`config.mk`:
```
export PLATFORM = sky130hd
export DESIGN_NAME = dual_pot_change_serial_writer_flat
export DESIGN_NICKNAME = d
export VERILOG_FILES = /design/src/rtl/core/dpcsw_pkg.sv /design/src/rtl/core/dpcsw_if.sv /design/src/rtl/core/dual_pot_change_serial_writer.sv /design/src/flat_wrapper.sv
export SDC_FILE = /design/constraint.sdc
export NUM_CORES = 1
export LEC_CHECK = 0
export BUFFER_PORTS_ARGS = -buffer_cell sky130_fd_sc_hd__buf_2
export CELL_PAD_IN_SITES_DETAIL_PLACEMENT = 1
export CELL_PAD_IN_SITES_GLOBAL_PLACEMENT = 2
export CORE_UTILIZATION = 38
export DETAILED_ROUTE_END_ITERATION = 6
export PLACE_DENSITY = 0.77
export SYNTH_ARGS = -nofsm -noshare
export SYNTH_HDL_FRONTEND = slang
export SYNTH_SLANG_ARGS = --single-unit
export TNS_END_PERCENT = 10
```
`constraint.sdc`:
```
create_clock -name clk -period 3.4 [get_ports clk]
set_input_delay 0.17 -clock clk [delete_from_list [all_inputs] [get_ports clk]]
set_output_delay 0.17 -clock clk [all_outputs]
set_load 0.05 [all_outputs]
```
`src/rtl/core/dpcsw_pkg.sv`:
```
// ============================================================================
// dpcsw_pkg
// Shared types and constants for the dual potentiometer change-driven
// serial writer.
// ============================================================================
`default_nettype none

package dpcsw_pkg;

    // Wiper value width and chip count.
    localparam int AMP_W      = 8;
    localparam int NUM_CHIPS  = 2;

    // One frame is a stack-select bit followed by two wiper bytes.
    localparam int FRAME_BITS = 1 + 2 * AMP_W;
    localparam int BIT_CNT_W  = $clog2(FRAME_BITS);
    localparam logic [BIT_CNT_W-1:0] LAST_BIT = BIT_CNT_W'(FRAME_BITS - 1);

    // Stack-select bit sent at the head of every frame.
    localparam logic STACK_SEL = 1'b0;

    // Chip select codes.
    localparam logic CHIP_FIRST  = 1'b0;
    localparam logic CHIP_SECOND = 1'b1;

    typedef logic [AMP_W-1:0]      amp_t;
    typedef logic [FRAME_BITS-1:0] frame_t;
    typedef logic [BIT_CNT_W-1:0]  bit_cnt_t;

    // Writer sequencer states.
    typedef enum logic
    {
        ST_IDLE,
        ST_SHIFT
    } dpcsw_state_t;

endpackage : dpcsw_pkg

`default_nettype wire

```
`src/rtl/core/dpcsw_if.sv`:
```
// ============================================================================
// dpcsw channel interfaces
// Valid/ready channels for the wiper value requests and the serial bit
// results.
// ============================================================================
`default_nettype none

interface dpcsw_amp_if;
    logic       valid;
    logic       ready;
    logic [7:0] amp_ch1;
    logic [7:0] amp_ch2;
    logic [7:0] amp_ch3;
    logic [7:0] amp_ch4;

    modport source (output valid, amp_ch1, amp_ch2, amp_ch3, amp_ch4, input ready);
    modport sink   (input valid, amp_ch1, amp_ch2, amp_ch3, amp_ch4, output ready);
endinterface : dpcsw_amp_if

interface dpcsw_bit_if;
    logic valid;
    logic ready;
    logic chip_index;
    logic serial_bit;
    logic frame_end;
    logic last;

    modport source (output valid, chip_index, serial_bit, frame_end, last, input ready);
    modport sink   (input valid, chip_index, serial_bit, frame_end, last, output ready);
endinterface : dpcsw_bit_if

`default_nettype wire

```
`src/rtl/core/dual_pot_change_serial_writer.sv`:
```
// The first serial bit is offered in the cycle after a request is accepted.
// A request sends 0, 17 or 34 bits, one bit per cycle while the receiver is
// ready, through a 17-bit frame shift register; a new request is accepted in
// the cycle after the last bit is taken.
// Reset: asynchronous, active low; all channels are marked unknown, so the
// first request after reset writes both chips.
// ============================================================================
// dual_pot_change_serial_writer
// Compares each request's four wiper values with the values last sent and
// shifts out a 17-bit frame for every chip whose values changed.
// ============================================================================
`default_nettype none

module dual_pot_change_serial_writer
(
    input  wire          clk,
    input  wire          rst_n,
    dpcsw_amp_if.sink    amp_req,
    dpcsw_bit_if.source  bit_req
);
    import dpcsw_pkg::*;

    dpcsw_state_t state_reg, state_next;

    amp_t     sent_reg [2*NUM_CHIPS];
    amp_t     sent_next [2*NUM_CHIPS];
    logic [NUM_CHIPS-1:0] known_reg, known_next;

    frame_t   frame_sr_reg, frame_sr_next;
    frame_t   pend_frame_reg, pend_frame_next;
    logic     pend_valid_reg, pend_valid_next;
    logic     chip_reg, chip_next;
    bit_cnt_t bit_cnt_reg, bit_cnt_next;

    logic     amp_fire;
    logic     bit_fire;
    logic     at_frame_end;
    logic     chg0;
    logic     chg1;
    frame_t   frame0;
    frame_t   frame1;

    assign amp_fire     = amp_req.valid && amp_req.ready;
    assign bit_fire     = bit_req.valid && bit_req.ready;
    assign at_frame_end = (bit_cnt_reg == LAST_BIT);

    // Change detection per chip against the values last sent.
    assign chg0 = !known_reg[0] || (sent_reg[0] != amp_req.amp_ch1)
                                || (sent_reg[1] != amp_req.amp_ch2);
    assign chg1 = !known_reg[1] || (sent_reg[2] != amp_req.amp_ch3)
                                || (sent_reg[3] != amp_req.amp_ch4);

    // Frames carry the second channel byte ahead of the first.
    assign frame0 = {STACK_SEL, amp_req.amp_ch2, amp_req.amp_ch1};
    assign frame1 = {STACK_SEL, amp_req.amp_ch4, amp_req.amp_ch3};

    // Next state.
    always_comb
    begin
        state_next = state_reg;
        unique case (state_reg)
            ST_IDLE:
            begin
                if (amp_fire && (chg0 || chg1))
                begin
                    state_next = ST_SHIFT;
                end
            end
            ST_SHIFT:
            begin
                if (bit_fire && at_frame_end && !pend_valid_reg)
                begin
                    state_next = ST_IDLE;
                end
            end
            default:
            begin
                state_next = ST_IDLE;
            end
        endcase
    end

    // Handshake and result outputs.
    always_comb
    begin
        amp_req.ready      = (state_reg == ST_IDLE);
        bit_req.valid      = (state_reg == ST_SHIFT);
        bit_req.chip_index = chip_reg;
        bit_req.serial_bit = frame_sr_reg[FRAME_BITS-1];
        bit_req.frame_end  = at_frame_end;
        bit_req.last       = at_frame_end && !pend_valid_reg;
    end

    // Datapath: stored values, frame shift register and bit counter.
    always_comb
    begin
        for (int i = 0; i < 2*NUM_CHIPS; i++)
        begin
            sent_next[i] = sent_reg[i];
        end
        known_next      = known_reg;
        frame_sr_next   = frame_sr_reg;
        pend_frame_next = pend_frame_reg;
        pend_valid_next = pend_valid_reg;
        chip_next       = chip_reg;
        bit_cnt_next    = bit_cnt_reg;

        if (amp_fire)
        begin
            // Capture the new values and queue the frames to send.
            sent_next[0]    = amp_req.amp_ch1;
            sent_next[1]    = amp_req.amp_ch2;
            sent_next[2]    = amp_req.amp_ch3;
            sent_next[3]    = amp_req.amp_ch4;
            known_next      = '1;
            bit_cnt_next    = '0;
            pend_frame_next = frame1;
            pend_valid_next = chg0 && chg1;
            if (chg0)
            begin
                frame_sr_next = frame0;
                chip_next     = CHIP_FIRST;
            end
            else
            begin
                frame_sr_next = frame1;
                chip_next     = CHIP_SECOND;
            end
        end
        else if (bit_fire)
        begin
            if (at_frame_end)
            begin
                // Move on to the queued second-chip frame, if any.
                bit_cnt_next = '0;
                if (pend_valid_reg)
                begin
                    frame_sr_next   = pend_frame_reg;
                    chip_next       = CHIP_SECOND;
                    pend_valid_next = 1'b0;
                end
            end
            else
            begin
                frame_sr_next = {frame_sr_reg[FRAME_BITS-2:0], 1'b0};
                bit_cnt_next  = bit_cnt_reg + 1'b1;
            end
        end
    end

    // Control registers.
    always_ff @(posedge clk or negedge rst_n)
    begin
        if (!rst_n)
        begin
            state_reg      <= ST_IDLE;
            known_reg      <= '0;
            pend_valid_reg <= 1'b0;
            bit_cnt_reg    <= '0;
        end
        else
        begin
            state_reg      <= state_next;
            known_reg      <= known_next;
            pend_valid_reg <= pend_valid_next;
            bit_cnt_reg    <= bit_cnt_next;
        end
    end

    // Payload registers.
    always_ff @(posedge clk)
    begin
        for (int i = 0; i < 2*NUM_CHIPS; i++)
        begin
            sent_reg[i] <= sent_next[i];
        end
        frame_sr_reg   <= frame_sr_next;
        pend_frame_reg <= pend_frame_next;
        chip_reg       <= chip_next;
    end

    // A queued frame only waits behind a first-chip frame.
    a_pend_first_chip: assert property (@(posedge clk) disable iff (!rst_n)
        (bit_req.valid && pend_valid_reg) |-> (chip_reg == CHIP_FIRST))
        else $error("queued frame behind a second-chip frame");

    // After the final bit of a request the block takes new requests.
    a_last_frees: assert property (@(posedge clk) disable iff (!rst_n)
        (bit_fire && bit_req.last) |=> (amp_req.ready && !bit_req.valid))
        else $error("block did not return to idle after the final bit");

    // A frame end that is not the final bit starts the second chip's frame.
    a_second_frame: assert property (@(posedge clk) disable iff (!rst_n)
        (bit_fire && bit_req.frame_end && !bit_req.last) |=>
        (bit_req.valid && (bit_req.chip_index == CHIP_SECOND) && (bit_cnt_reg == '0)))
        else $error("second frame did not follow the first");

    // Every frame opens with the stack-select bit.
    a_stack_sel: assert property (@(posedge clk) disable iff (!rst_n)
        (bit_req.valid && (bit_cnt_reg == '0)) |-> (bit_req.serial_bit == STACK_SEL))
        else $error("frame did not start with the stack-select bit");

    // An accepted request leaves every channel known.
    a_known_after: assert property (@(posedge clk) disable iff (!rst_n)
        amp_fire |=> (known_reg == '1))
        else $error("channels not marked known after a request");

endmodule : dual_pot_change_serial_writer

`default_nettype wire
```
`src/flat_wrapper.sv`:
```
// flat-port wrapper written by rule: the top's interface ports become plain ports
module dual_pot_change_serial_writer_flat import dpcsw_pkg::*;
  (clk, rst_n, amp_req_valid, amp_req_amp_ch1, amp_req_amp_ch2, amp_req_amp_ch3, amp_req_amp_ch4, amp_req_ready, bit_req_valid, bit_req_chip_index, bit_req_serial_bit, bit_req_frame_end, bit_req_last, bit_req_ready);
  dpcsw_amp_if amp_req_i ();
  dpcsw_bit_if bit_req_i ();
  input  wire clk;
  input  wire rst_n;
  input wire logic [$bits(amp_req_i.valid)-1:0] amp_req_valid;
  input wire logic [$bits(amp_req_i.amp_ch1)-1:0] amp_req_amp_ch1;
  input wire logic [$bits(amp_req_i.amp_ch2)-1:0] amp_req_amp_ch2;
  input wire logic [$bits(amp_req_i.amp_ch3)-1:0] amp_req_amp_ch3;
  input wire logic [$bits(amp_req_i.amp_ch4)-1:0] amp_req_amp_ch4;
  output wire logic [$bits(amp_req_i.ready)-1:0] amp_req_ready;
  output wire logic [$bits(bit_req_i.valid)-1:0] bit_req_valid;
  output wire logic [$bits(bit_req_i.chip_index)-1:0] bit_req_chip_index;
  output wire logic [$bits(bit_req_i.serial_bit)-1:0] bit_req_serial_bit;
  output wire logic [$bits(bit_req_i.frame_end)-1:0] bit_req_frame_end;
  output wire logic [$bits(bit_req_i.last)-1:0] bit_req_last;
  input wire logic [$bits(bit_req_i.ready)-1:0] bit_req_ready;
  assign amp_req_i.valid = amp_req_valid;
  assign amp_req_i.amp_ch1 = amp_req_amp_ch1;
  assign amp_req_i.amp_ch2 = amp_req_amp_ch2;
  assign amp_req_i.amp_ch3 = amp_req_amp_ch3;
  assign amp_req_i.amp_ch4 = amp_req_amp_ch4;
  assign amp_req_ready = amp_req_i.ready;
  assign bit_req_valid = bit_req_i.valid;
  assign bit_req_chip_index = bit_req_i.chip_index;
  assign bit_req_serial_bit = bit_req_i.serial_bit;
  assign bit_req_frame_end = bit_req_i.frame_end;
  assign bit_req_last = bit_req_i.last;
  assign bit_req_i.ready = bit_req_ready;
  dual_pot_change_serial_writer u_core (.clk(clk), .rst_n(rst_n), .amp_req(amp_req_i), .bit_req(bit_req_i));
endmodule
```
==> results.py <==
metrics = {
    "global_route": {
        "antenna_found_initial": 0,
        "grt_pass1_vias": 2150,
        "grt_max_degree": 39,
        "grt_util_all_layers": 0.204,
        "grt_overflow": 0,
        "grt_first_pass_wirelength_mm": 11.4,
    },
    "cts": {
        "cts.sinks": 58,
        "cts_tree": "built",
        "clockRootBuffer": "clkbuf_8",
        "cts_made_buffers": 9,
        "path_clk_slew_ns": 0.07,
        "clock_path_buffers": 2,
        "clk_latency_ns": 0.35,
        "htree_levels": 3,
    },
    "sta": {
        "finalSetupViolCount": 0,
        "whs_ns": 0.0403,
        "slew_violations": 0,
        "worstMarginPinSlew_ns": 0.716,
        "fmax_ghz": 0.423,
        "timing.final.ws_setup_ns": 1.03,
        "grt_setup_unrepaired": "no",
        "timing.final.hold_violations": 0,
        "relSlewSlack": 0.523,
        "fin_setup_tns_ns": 0,
        "layout_min_cycle_time_ns": 2.37,
        "min_period_over_period": 0.696,
        "skew_ns": 0.0112,
    },
    "synthesis": {
        "synth_cell_types": 29,
        "synth_edf_count": 50,
        "ys_seq_area_frac": 0.593,
        "syn-num-nets": 279,
        "ys.flop_type": "edfxtp_1",
        "ys_ff_latch": 58,
        "syn_area_per_cell_um2": 11.9,
        "synth_top_area_frac": 0.524,
        "synth_top_area_cell": "edfxtp_1",
        "ys.warnings.count": 0,
        "synth-async-reset-ratio": 0.138,
        "synth_cells": 241,
        "syn_area_um2": 2870,
        "synthTopCellsByArea": "edfxtp_1 (52%), dfrtp_1 (7.0%), xor2_1 (6.1%)",
    },
    "final_layout": {
        "diodes": 0,
        "regArea_um2": 1700,
        "nFillCells": 845,
        "nets": 323,
        "postLayoutCellArea_um2": 3380,
        "multiInputGateArea_um2": 1090,
        "drive_above_1_share": 0.241,
        "syn_to_final_growth_pct": 18.0,
        "final_util": 0.464,
        "largest_reg_flops": 17,
    },
    "critical_path": {
        "cp_data_required_time_ns": 3.48,
        "arrival_ns": 2.45,
        "worst_r2r_path_depth": 5,
        "crit_path_end_kind": "flip-flop",
        "worstSetupPathType": "flip-flop to flip-flop",
        "ff2ff_setup_slack_ns": 1.03,
        "worstReg2RegEnd": "u_core.frame_sr_reg[6]$_DFFE_PP_",
        "critical_path.max_fanout": 16,
        "r2r_start": "u_core.sent_reg[0][1]$_DFFE_PP_",
        "cp-start-kind": "flip-flop",
    },
    "outcome": {
        "outcome": "complete, no violations",
    },
    "floorplanning": {
        "rows": 31,
        "die_h_um": 88.9,
        "ioPinCount": 42,
        "initial_core_util": 0.393,
        "coreArea_um2": 7290,
        "dieArea_um2": 7900,
        "fp.dieW_um": 88.9,
    },
    "place": {
        "placed_area_um2": 3180,
        "portBuffers": 41,
        "hpwl_mm": 5.06,
        "place_ws_ns": 1.07,
        "place.gp.congestion": 0.729,
    },
    "power_and_ir_drop": {
        "p_leak_nw": 1.21,
        "ir_worst_vdd_v": 0.000193,
        "powerDensity_nw_per_um2": 511,
    },
    "drt": {
        "drc_errors": 0,
        "routed_via_density": 5.45,
        "dr_total_vias": 2119,
        "wirelength_mm": 7.31,
        "drt_iter0_drc": 90,
        "firstDrtPassIters": 4,
        "drtAntennaViolNets": 0,
        "wire_per_inst_um": 18.8,
    },
    "hold_path": {
        "hold_path_startpoint": "amp_req_amp_ch1[4]",
        "hold_depth": 1,
        "hold_path_end": "u_core.sent_reg[0][4]$_DFFE_PP_",
        "hp-class": "input port to flip-flop",
    },
    "job": {
        "maxCapViolations": 0,
    },
}
-- how the worst max path moves through the flow --
| stage | from | to | slack [ns] | depth (start not counted) |
|---|---|---|---|---|
| final | u_core.sent_reg[0][1]$_DFFE_PP_ | u_core.frame_sr_reg[6]$_DFFE_PP_ | 1.03 | 5 |
| after global routing | u_core.sent_reg[0][1]$_DFFE_PP_ | u_core.frame_sr_reg[6]$_DFFE_PP_ | 0.82 | 5 |
| after CTS | u_core.sent_reg[0][1]$_DFFE_PP_ | u_core.frame_sr_reg[8]$_DFFE_PP_ | 1.05 | 5 |
| after detailed placement | u_core.sent_reg[0][1]$_DFFE_PP_ | u_core.frame_sr_reg[6]$_DFFE_PP_ | 1.07 | 5 |
| after global placement | u_core.sent_reg[0][1]$_DFFE_PP_ | u_core.frame_sr_reg[8]$_DFFE_PP_ | 1.12 | 5 |
| after floorplan | u_core.bit_req.valid$_DFF_PN0_ | u_core.frame_sr_reg[10]$_DFFE_PP_ | 0.22 | 6 |
-- final cells by class --
type / count / share of cell area
clock buffer: 9 / 0.0366
clock inverter: 7 / 0.0207
inverter: 4 / 0.00444
multi-input combinational: 164 / 0.322
sequential: 58 / 0.503
tap: 99 / 0.0366
timing repair buffer: 48 / 0.0769
-- cell families after synthesis --
group | count (synthesis) | share of synthesized area
simple gates | 71 | 0.138
compound gates | 58 | 0.128
flops | 58 | 0.593
xor+xnor | 33 | 0.101
buf+inv | 19 | 0.0310
fa+ha+maj | 2 | 0.00872
-- synthesized netlist by cell type (all sizes together) (6+ instances only) --
master	instances
edfxtp	50
a31oi	17
buf	6
nand3	22
xor2	20
nor2b	15
nand2	9
dfrtp	8
a211oi	15
clkbuf	9
xnor2	13
o21ai	19
-- metal layers --
layer / track usage / vias up / share of wire
li1: - / 1004 / -
met1: 0.289 / 1057 / 0.49
met2: 0.294 / 44 / 0.46
met3: 0.0504 / 14 / 0.033
met4: 0.0909 / 0 / 0.022
met5: 0 / - / 0
-- power by group --
group	internal (mW)	switching (mW)
Sequential	0.833	0.0463
Combinational	0.0924	0.122
Clock	0.335	0.299
-- critical path, stage by stage (launching register included) --
cell,delay (ns)
edfxtp_1,0.38
xor2_1,0.18
nor4_2,0.45
nand3_1,0.54
o21ai_0,0.40
a31oi_1,0.14
-- through the flow --
step | std cells | power [mW]
detailed placement | 372 | 1.11
finish | 389 | 1.73
global route | 389 | 1.80
floorplan | 241 | 1.02
global placement | 372 | 1.10
CTS | 389 | 1.74
-- cells in the final DEF (no fill, tap or decap), drive strengths merged, types with 13 or more instances in the layout --
cell    count
buf        47
nand3      22
o21ai      19
a31oi      17
nor2b      15
a211oi     15
edfxtp     50
xor2       20
xnor2      13
-- timing repair --
| action | 4_1_cts | 5_1_grt |
|---|---|---|
| setup buffers | 0 | 0 |
| setup endpoints to repair | 0 | 0 |
| endpoints found under the hold margin | 8 | 0 |
| hold buffers | 1 | 0 |
| resized for setup | 0 | 0 |
(Power assumes the default switching activity.)
